File: src/rtl/core/mlcar_pkg.sv
// constants, widths and codes for the multi load cell converter reader
// no dependencies; imported by multi_load_cell_adc_reader_top
package mlcar_pkg;

   localparam int MAX_CHANNELS = 4;
   localparam int SAMPLE_BITS  = 24;
   localparam int VALUE_BITS   = 24;
   localparam int COUNT_BITS   = 16;
   localparam int CHCNT_BITS   = 3;
   localparam int PHASE_BITS   = 6;
   localparam int ACTION_BITS  = 2;
   localparam int PINS_BITS    = 4;

   // last step of a read: 2*SAMPLE_BITS+2
   localparam logic [PHASE_BITS-1:0] LAST_PHASE = PHASE_BITS'(2 * SAMPLE_BITS + 2);

   localparam logic [CHCNT_BITS-1:0] CHCNT_RESET = CHCNT_BITS'(1);
   localparam logic [COUNT_BITS-1:0] POLL_RESET  = COUNT_BITS'(625);

   // request kinds carried in tuser
   localparam logic [ACTION_BITS-1:0] ACT_TICK  = 2'd0;
   localparam logic [ACTION_BITS-1:0] ACT_START = 2'd1;
   localparam logic [ACTION_BITS-1:0] ACT_STOP  = 2'd2;

   // register indexes on the csr port
   localparam int CSR_INDEX_BITS = 2;
   localparam logic [CSR_INDEX_BITS-1:0] CSR_CHANNEL_COUNT = 2'd0;
   localparam logic [CSR_INDEX_BITS-1:0] CSR_POLL_INTERVAL = 2'd1;

   // stream word sizes
   localparam int REQ_DATA_BITS = 24;   // pins + read count, padded to bytes
   localparam int RSP_FIELD_BITS = 1 + MAX_CHANNELS * VALUE_BITS + COUNT_BITS + 1;
   localparam int RSP_DATA_BITS = 120;  // rsp fields padded to bytes
   localparam int RSP_PAD_BITS  = RSP_DATA_BITS - RSP_FIELD_BITS;

endpackage

File: src/rtl/core/multi_load_cell_adc_reader_top.sv
// top level of the multi load cell converter reader: burst control, poll timer,
// shared serial clock, bit capture and result word register; uses mlcar_pkg
//
//  channel | dir | handshake           | payload
//  --------+-----+---------------------+---------------------------------------
//  req     | in  | req_tvalid/tready   | tuser: action; tdata: pins, read count
//  rsp     | out | rsp_tvalid/tready   | tuser: sample_valid; tdata: sck, values,
//          |     |                     |        reads_left, busy_res
//  csr     | in  | csr_valid/ready     | csr_index, csr_data (always ready)
//
// one request word gives one response word; a word is taken whenever req_tready is
// high, and its response is registered in the output register in the cycle after
// throughput is one word per cycle while rsp is not stalled, set by the single registered update step
// reset (synchronous, active high) clears burst, read and clock state and loads
// channel_count = 1, poll_interval = 625
// when rsp is stalled with a word held, req_tready drops until that word leaves
module multi_load_cell_adc_reader_top (
   input  logic                                   clock,
   input  logic                                   reset,
   // request channel
   input  logic                                   req_tvalid,
   output logic                                   req_tready,
   // [3:0] dout_pins, [19:4] read_count, [23:20] zero
   input  logic [mlcar_pkg::REQ_DATA_BITS-1:0]    req_tdata,
   // [1:0] action
   input  logic [mlcar_pkg::ACTION_BITS-1:0]      req_tuser,
   // response channel
   output logic                                   rsp_tvalid,
   input  logic                                   rsp_tready,
   // [0] sck, [24:1] value0, [48:25] value1, [72:49] value2, [96:73] value3,
   // [112:97] reads_left, [113] busy_res, [119:114] zero
   output logic [mlcar_pkg::RSP_DATA_BITS-1:0]    rsp_tdata,
   // [0] sample_valid
   output logic                                   rsp_tuser,
   // configuration write channel
   input  logic                                   csr_valid,
   output logic                                   csr_ready,
   input  logic [mlcar_pkg::CSR_INDEX_BITS-1:0]   csr_index,
   input  logic [mlcar_pkg::COUNT_BITS-1:0]       csr_data
);
   import mlcar_pkg::*;

   // configuration registers
   logic [CHCNT_BITS-1:0]  chcnt_ff;
   logic [COUNT_BITS-1:0]  poll_ff;

   // reader state
   logic                   burst_ff, burst_in;
   logic [COUNT_BITS-1:0]  remain_ff, remain_in;
   logic [COUNT_BITS-1:0]  countdown_ff, countdown_in;
   logic [PHASE_BITS-1:0]  phase_ff, phase_in;
   logic [SAMPLE_BITS-1:0] shift_ff [MAX_CHANNELS];
   logic [SAMPLE_BITS-1:0] shift_in [MAX_CHANNELS];
   logic                   sck_ff, sck_in;

   // output word register
   logic                     rsp_valid_ff;
   logic [RSP_DATA_BITS-1:0] rsp_data_ff, rsp_data_in;
   logic                     rsp_user_ff, rsp_user_in;

   // request fields
   logic [ACTION_BITS-1:0] action;
   logic [PINS_BITS-1:0]   pins;
   logic [COUNT_BITS-1:0]  count;

   logic                   req_accept;
   logic [MAX_CHANNELS-1:0] active_mask;
   logic [COUNT_BITS-1:0]  interval_eff;
   logic                   lines_ready;
   logic [VALUE_BITS-1:0]  vals [MAX_CHANNELS];

   assign action = req_tuser;
   assign pins   = req_tdata[PINS_BITS-1:0];
   assign count  = req_tdata[PINS_BITS +: COUNT_BITS];

   // output register frees up whenever its word is taken
   assign req_tready = !rsp_valid_ff || rsp_tready;
   assign req_accept = req_tvalid && req_tready;
   assign csr_ready  = 1'b1;

   assign rsp_tvalid = rsp_valid_ff;
   assign rsp_tdata  = rsp_data_ff;
   assign rsp_tuser  = rsp_user_ff;

   // channel counts above the maximum act as the maximum
   always_comb begin
      for (int j = 0; j < MAX_CHANNELS; j++) begin
         active_mask[j] = (32'(chcnt_ff) > j);
      end
   end

   // zero interval behaves as one
   assign interval_eff = (poll_ff == '0) ? COUNT_BITS'(1) : poll_ff;

   // ready when every active data line is low
   assign lines_ready = ((pins & active_mask) == '0);

   always_comb begin
      burst_in     = burst_ff;
      remain_in    = remain_ff;
      countdown_in = countdown_ff;
      phase_in     = phase_ff;
      sck_in       = sck_ff;
      rsp_user_in  = 1'b0;
      for (int j = 0; j < MAX_CHANNELS; j++) begin
         shift_in[j] = shift_ff[j];
         vals[j]     = '0;
      end

      case (action)
         ACT_START: begin
            remain_in    = count;
            burst_in     = (count != '0);
            countdown_in = interval_eff;
            phase_in     = '0;
            sck_in       = 1'b0;
         end
         ACT_STOP: begin
            burst_in  = 1'b0;
            remain_in = '0;
            phase_in  = '0;
            sck_in    = 1'b0;
         end
         ACT_TICK: begin
            if (burst_ff) begin
               if (phase_ff == '0) begin
                  // polling for data ready
                  if (countdown_ff > COUNT_BITS'(1)) begin
                     countdown_in = countdown_ff - COUNT_BITS'(1);
                  end else if (lines_ready) begin
                     for (int j = 0; j < MAX_CHANNELS; j++) begin
                        shift_in[j] = '0;
                     end
                     phase_in = PHASE_BITS'(1);
                     sck_in   = 1'b0;
                  end else begin
                     countdown_in = interval_eff;
                  end
               end else if (phase_ff[0]) begin
                  // odd step: from step 3 on, capture after the falling edge; then raise sck
                  if (phase_ff >= PHASE_BITS'(3)) begin
                     for (int j = 0; j < MAX_CHANNELS; j++) begin
                        shift_in[j] = {shift_ff[j][SAMPLE_BITS-2:0],
                                       pins[j] & active_mask[j]};
                     end
                  end
                  sck_in   = 1'b1;
                  phase_in = phase_ff + PHASE_BITS'(1);
               end else begin
                  // even step: drop sck; last one ends the read
                  sck_in = 1'b0;
                  if (phase_ff >= LAST_PHASE) begin
                     rsp_user_in = 1'b1;
                     for (int j = 0; j < MAX_CHANNELS; j++) begin
                        if (active_mask[j]) begin
                           vals[j] = VALUE_BITS'(shift_ff[j]);
                        end
                     end
                     if (remain_ff > '0) begin
                        remain_in = remain_ff - COUNT_BITS'(1);
                     end
                     if (remain_in == '0) begin
                        burst_in = 1'b0;
                     end
                     phase_in     = '0;
                     countdown_in = interval_eff;
                  end else begin
                     phase_in = phase_ff + PHASE_BITS'(1);
                  end
               end
            end
         end
         default: begin
            // unused code: state holds, levels reported as they are
         end
      endcase

      rsp_data_in = {{RSP_PAD_BITS{1'b0}}, burst_in, remain_in,
                     vals[3], vals[2], vals[1], vals[0], sck_in};
   end

   // configuration writes
   always_ff @(posedge clock) begin
      if (reset) begin
         chcnt_ff <= CHCNT_RESET;
         poll_ff  <= POLL_RESET;
      end else if (csr_valid && csr_ready) begin
         if (csr_index == CSR_CHANNEL_COUNT) begin
            chcnt_ff <= csr_data[CHCNT_BITS-1:0];
         end else if (csr_index == CSR_POLL_INTERVAL) begin
            poll_ff <= csr_data;
         end
      end
   end

   // reader state advances on each accepted word
   always_ff @(posedge clock) begin
      if (reset) begin
         burst_ff     <= 1'b0;
         remain_ff    <= '0;
         countdown_ff <= '0;
         phase_ff     <= '0;
         sck_ff       <= 1'b0;
         for (int j = 0; j < MAX_CHANNELS; j++) begin
            shift_ff[j] <= '0;
         end
      end else if (req_accept) begin
         burst_ff     <= burst_in;
         remain_ff    <= remain_in;
         countdown_ff <= countdown_in;
         phase_ff     <= phase_in;
         sck_ff       <= sck_in;
         for (int j = 0; j < MAX_CHANNELS; j++) begin
            shift_ff[j] <= shift_in[j];
         end
      end
   end

   // output word register
   always_ff @(posedge clock) begin
      if (reset) begin
         rsp_valid_ff <= 1'b0;
      end else if (req_accept) begin
         rsp_valid_ff <= 1'b1;
      end else if (rsp_tready) begin
         rsp_valid_ff <= 1'b0;
      end
   end

   always_ff @(posedge clock) begin
      if (req_accept) begin
         rsp_data_ff <= rsp_data_in;
         rsp_user_ff <= rsp_user_in;
      end
   end

endmodule
File: config.mk
export PLATFORM = sky130hd
export DESIGN_NAME = multi_load_cell_adc_reader_top
export DESIGN_NICKNAME = d
export VERILOG_FILES = /design/src/rtl/core/mlcar_pkg.sv /design/src/rtl/core/multi_load_cell_adc_reader_top.sv
export SDC_FILE = /design/constraint.sdc
export NUM_CORES = 1
export LEC_CHECK = 0
export BUFFER_PORTS_ARGS = -buffer_cell sky130_fd_sc_hd__buf_2
export CAP_MARGIN = 40
export CORE_ASPECT_RATIO = 0.6
export CORE_MARGIN = 1.5
export CORE_UTILIZATION = 45
export CTS_BUF_LIST = sky130_fd_sc_hd__clkbuf_4
export DETAILED_ROUTE_END_ITERATION = 10
export GPL_TIMING_DRIVEN = 1
export PLACE_DENSITY = 0.66
export SYNTH_ARGS = -nofsm -noshare
export SYNTH_HDL_FRONTEND = slang
export SYNTH_SLANG_ARGS = --single-unit
File: constraint.sdc
create_clock -name clock -period 6.8 [get_ports clock]
set_input_delay 1.02 -clock clock [delete_from_list [all_inputs] [get_ports clock]]
set_output_delay 1.02 -clock clock [all_outputs]
set_load 0.02 [all_outputs]
==> results.cfg, run 1 <==
[outcome]
status = complete, no violations

[finish]
drive_gt1_share_pct = 23.8
final-seq-area_mm2 = 0.00754
syn_to_final_growth_pct = 16.2
multi_input_comb_area_mm2 = 0.00399
fillers = 2290
utilization_pct = 53.9
nNetsFinal = 1254

[floorplan]
die_h_um = 129
fp-row-count = 45
io_pins = 173
initial_core_util_pct = 46.4
die_x_um = 213
core-area_mm2 = 0.0256
dieArea_mm2 = 0.0274

[logic_synthesis]
synth_common_cells = edfxtp_1 (211), and2_1 (199), nand2_1 (82)
synth_adder_area_share_pct = 0.739
synthSimpleGateAreaFrac_pct = 21.1
yosysTopAreaCell = edfxtp_1
synthMostInstantiatedCell = edfxtp_1
synth_top_family_by_area = simple AND/OR/NAND/NOR gates
synth_cells = 1023
ys_seq_area_share_pct = 63.6
synth-seq-cells = 271
synthFlopType = edfxtp_1
syn_area_mm2 = 0.0119
synth_area_per_cell_um2 = 11.6
synthMuxAreaShare_pct = 0.876
synthTopCellsByArea = edfxtp_1 (53%), and2_1 (11%), dfxtp_1 (10%), nand2_1 (2.6%), a21oi_1 (2.5%)
synth_compound_area_share_pct = 10.5
synth_warnings = 0
yosysUniqueCellTypes = 67
yosysTopAreaCellShare_pct = 53.5
async_flop_share_pct = 0
synth-xor-area-share_pct = 0.0739
synth_edf_count = 211

[sta]
whs_ps = 471
fin_crit_sh_pct = 52.9
setup_viol_count_final = 0
finalSetupTns_ps = 0
skew_ps = 43.8
max_clock_freq_mhz = 278
final_max_slew_viol_count = 0
rsz0062_at_grt = false
max_slew_margin_pct = 33.9
fin_crit_ps = 3600
tightest_slew_ps = 981
hold_violations = 0

[critical_path]
rr_endpoint = rsp_tdata[104]
r2r_slack_ps = 3200
worst-path-buf-inv = 1
crit_type = reg2reg
critPathCaptureType = flop
slowest_delay_ps = 590
cp.arrival_ps = 3850
slowest_stage = or4_1
cp_top_family = simple AND/OR/NAND/NOR gates
crit_path_start_kind = flop
path_cells = inv_1 -> ha_1 -> or4b_4 -> or4_1 -> nand4_1 -> nor2_1 -> a21oi_1 -> o21ai_0
rr_startpoint = remain_ff[0]
path_max_fanout = 10
required_ps = 7050
reg2reg_depth = 8

[cts]
cts-root-buf = clkbuf_4
cts_setup_buffers = 0
h-tree-depth = 3
cts_tree = yes
clockBufferDepth = 3
clk_pin_slew_worst_paths_ps = 70
cts.sinks = 271
clk-insertion-delay-late_ps = 680
numCtsBuffers = 67
hold_buffers = 0
post_cts_resized = 0

[route]
drc_errors = 0
vias = 8668
wl_per_cell_um = 18.0
drtAntennaViolNets = 0
wl_met1_um = 14000
dr_wl_met2_um = 11100
vias_per_cell = 5.43
met3RoutedLength_um = 3050
drtIter0Drc = 875
top_layer_used = met4
drt_first_pass_iters = 5
routed_wl_um = 28600

[pwr]
p_int_mw = 2.66
combPwrFrac_pct = 9.5
ir_drop_v = 0.000130
swShare_pct = 26.0
power_density_mw_per_mm2 = 261
switching_power_mw = 0.935
seqPwrFrac_pct = 52.6
p_clk_share_pct = 37.8
leakagePower_nw = 5.40

[global_route]
overflow = 0
antenna_found_initial = 1
grt_max_degree = 97
grt_pass1_vias = 7826
grt_pass1_wl_um = 44100
grt_use_total_pct = 21.3

[job]
drv_cap = 0

[placed_design]
dpl.hpwl_um = 18800
io_buffers = 161
gp_congestion = 1.02

[hold_path]
holdCritStartpoint = poll_ff[14]
hold_depth = 2
hold_path.class = reg2reg
min_to = poll_ff[14]
[power groups by stage]
stage | clock, mW | sequential, mW | combinational [mW]
after floorplan | 0 | 1.97 | 0.179
after global placement | 0 | 1.93 | 0.332
after CTS | 1.40 | 1.89 | 0.338
after detailed placement | 0 | 1.93 | 0.337
final | 1.36 | 1.89 | 0.343
after global routing | 1.49 | 1.90 | 0.372
[cell families (layout without fill, tap and decap cells)]
group / after synthesis / after routing
other: 2 / 8
AOI/OAI and AO/OA: 198 / 198
DFF: 271 / 271
buffers and inverters: 85 / 299
adders and majority gates: 7 / 7
and+or+nand+nor: 449 / 449
muxes: 10 / 10
xor gates and xnor gates: 1 / 1
[worst max path at each step]
stage / from / to / slack [ps] / depth (start not counted)
after floorplan: rsp_tready / remain_ff[0] / 1010 / 8
after global placement: req_tdata[2] / shift_ff[1][18] / 3220 / 6
after detailed placement: rsp_tready / rsp_tdata[43] / 3220 / 7
after CTS: remain_ff[0] / rsp_tdata[104] / 3490 / 8
after global routing: remain_ff[0] / rsp_tdata[104] / 3130 / 8
final: remain_ff[0] / rsp_tdata[104] / 3200 / 8
[area by class of cell]
cell class              instances  share of cell area, %
repair buffers                174                   6.74
well taps                     352                   3.20
clock inverters                13                  0.572
flip-flops and latches        271                   54.7
multi-input cells             672                   29.0
diodes                          1                 0.0182
clock buffers                 100                   5.45
inverters                      12                  0.345
[worst register-to-register path: cells and delay by family, from the launching register on]
kind	cells	cell delay [ps]
compound gates	2	830
buf+inv	1	190
fa+ha+maj	1	160
simple gates	4	1600
flops	1	400
[layer usage]
layer	vias up	global-route usage (%)
met2	396	26.3
li1	4096	-
met4	0	6.80
met5	-	0
met3	52	7.96
met1	4124	33.4
[cells in the final DEF, fill, tap and decap left out, drive strengths merged, types with 6 or more instances in the layout]
cell | synthesis | final
o21a | 7 | 7
inv | 11 | 14
o21ai | 60 | 60
buf | 12 | 174
mux2i | 7 | 7
nor2 | 44 | 44
edfxtp | 211 | 211
a21oi | 62 | 62
conb | 2 | 7
nor4 | 21 | 21
a211oi | 7 | 7
nand2b | 8 | 8
nand3 | 20 | 20
dfxtp | 60 | 60
clkbuf | 61 | 100
nand2 | 82 | 82
clkinv | 1 | 9
nand4 | 10 | 10
or4 | 7 | 7
nor3 | 27 | 27
and3 | 8 | 8
and2 | 199 | 199
ha | 7 | 7
a22oi | 6 | 6
[registers in the layout, indices dropped and copies added, names as in the netlist]
name          count
rsp_tdata       114
poll_ff          16
chcnt_ff          3
rsp_tvalid        1
countdown_ff     16
rsp_tuser         1
remain_ff        16
phase_ff          6
sck_ff            1
shift_ff         96
burst_ff          1
[stage by stage]
stage / cell area, um2 / total power [mW] / cells / worst slack, ps
6_report: 13800 / 3.60 / 1595 / 3200
5_1_grt: 13800 / 3.76 / 1595 / 3130
4_1_cts: 13800 / 3.63 / 1594 / 3490
3_5_place_dp: 12900 / 2.27 / 1481 / 3220
3_3_place_gp: 12900 / 2.26 / 1478 / 3220
2_1_floorplan: 11900 / 2.15 / 1028 / 1010
(Power assumes the default switching activity.)
==> inputs of run 2 (changes only) <==
==> constraint.sdc (replaced) <==
create_clock -name clock -period 3.35 [get_ports clock]
set_input_delay 0.5025 -clock clock [delete_from_list [all_inputs] [get_ports clock]]
set_output_delay 0.5025 -clock clock [all_outputs]
set_load 0.02 [all_outputs]
==> results.cfg, run 2 (synthesis gave the netlist of run 1 again) <==
[global_route]
grt_pass1_vias = 8015
grt_max_degree = 98
overflow = 0
grt_use_total_pct = 21.7
antenna_found_initial = 0
grt_pass1_wl_um = 45100

[sta]
fin_ws_ps = 311
fin_crit_sh_pct = 90.7
fin_crit_ps = 3040
final_max_slew_viol_count = 0
rsz0062_at_grt = false
tightest_slew_ps = 819
max_clock_freq_mhz = 329
setup_viol_count_final = 0
max_slew_margin_pct = 44.7
skew_ps = 36.7
whs_ps = 68.5
hold_violations = 0

[critical_path]
cp.arrival_ps = 3410
required_ps = 3720
critPathCaptureType = flop
path_max_fanout = 9
crit_type = reg2reg
crit_path_start_kind = flop

[cts]
hold_buffers = 4
post_cts_resized = 0
cts_tree = yes
clk-insertion-delay-late_ps = 670
h-tree-depth = 3
clk_pin_slew_worst_paths_ps = 70
clockBufferDepth = 3
numCtsBuffers = 66
cts-root-buf = clkbuf_4
cts.sinks = 271
cts_setup_buffers = 0

[placed_design]
pre_cts_ws_ps = 380
dpl.hpwl_um = 19800
gp_congestion = 0.983
io_buffers = 161
placed_cell_area_mm2 = 0.0131

[route]
vias = 8694
drc_errors = 0
vias_per_cell = 5.36
drt_first_pass_iters = 5
drtAntennaViolNets = 0
wl_per_cell_um = 18.1
routed_wl_um = 29300
drtIter0Drc = 957

[floorplan]
dieArea_mm2 = 0.0274
io_pins = 173
die_h_um = 129
die_x_um = 213
initial_core_util_pct = 46.4
core-area_mm2 = 0.0256
fp-row-count = 45

[finish]
largest_register_ffs = 114
drive_gt1_share_pct = 24.9
final_cell_mix = edfxtp_1 (211), and2_1 (199), buf_2 (162)
fillers = 2293
layout_commonest_cell = edfxtp_1
design_area_mm2 = 0.0140
syn_to_final_growth_pct = 18.4
nNetsFinal = 1276
diodes = 0

[hold_path]
hold_path.class = in2reg

[pwr]
power_density_mw_per_mm2 = 530
ir_drop_v = 0.000350
leakagePower_nw = 5.54
power_mw = 7.43

[job]
drv_cap = 0

[outcome]
status = complete, no violations
## run 2: worst paths after layout
kind	from	slack, ps	to	depth (start not counted)
max reg2reg	remain_ff[0]	310	rsp_tdata[113]	8
max	remain_ff[0]	310	rsp_tdata[113]	8
min	csr_data[7]	70	poll_ff[7]	3
min reg2reg	poll_ff[1]	480	poll_ff[1]	2
## run 2: per-stage QoR
step	setup TNS (ps)	utilization [%]	instances
2_1_floorplan	-11.2	-	1028
3_3_place_gp	0	51.3	1499
3_5_place_dp	0	51.3	1500
4_1_cts	0	54.9	1621
5_1_grt	0	54.9	1621
6_report	0	54.9	1621
## run 2: power by group
group | total [mW] | switching (mW) | internal, mW
clock network | 2.85 | 1.32 | 1.53
logic | 0.740 | 0.506 | 0.234
registers | 3.84 | 0.0758 | 3.76
total | 7.43 | 1.90 | 5.53
## run 2: cell type report
| type | instances | area, um2 | share of cell area [%] |
|---|---|---|---|
| timing repair buffer | 197 | 1130 | 8.08 |
| clock inverter | 16 | 119 | 0.847 |
| multi-input combinational | 672 | 3990 | 28.4 |
| clock buffer | 101 | 758 | 5.40 |
| tap | 352 | 440 | 3.14 |
| sequential | 271 | 7540 | 53.7 |
| inverter | 12 | 50.0 | 0.357 |
## run 2: layer usage
metal  up-vias  wire (um)  global-route usage [%]
met5         -          0                       0
met4         0        432                    6.51
met3        51       3090                    8.25
met2       364      11200                    26.8
met1      4148      14500                    34.3
li1       4131          -                       -
## run 2: critical path: stages (launching register included)
cell,delay [ps]
dfxtp_1,390
inv_1,170
ha_1,280
or3b_1,510
o31ai_1,400
o41ai_1,130
or4b_1,490
a211oi_2,250
o22ai_1,120
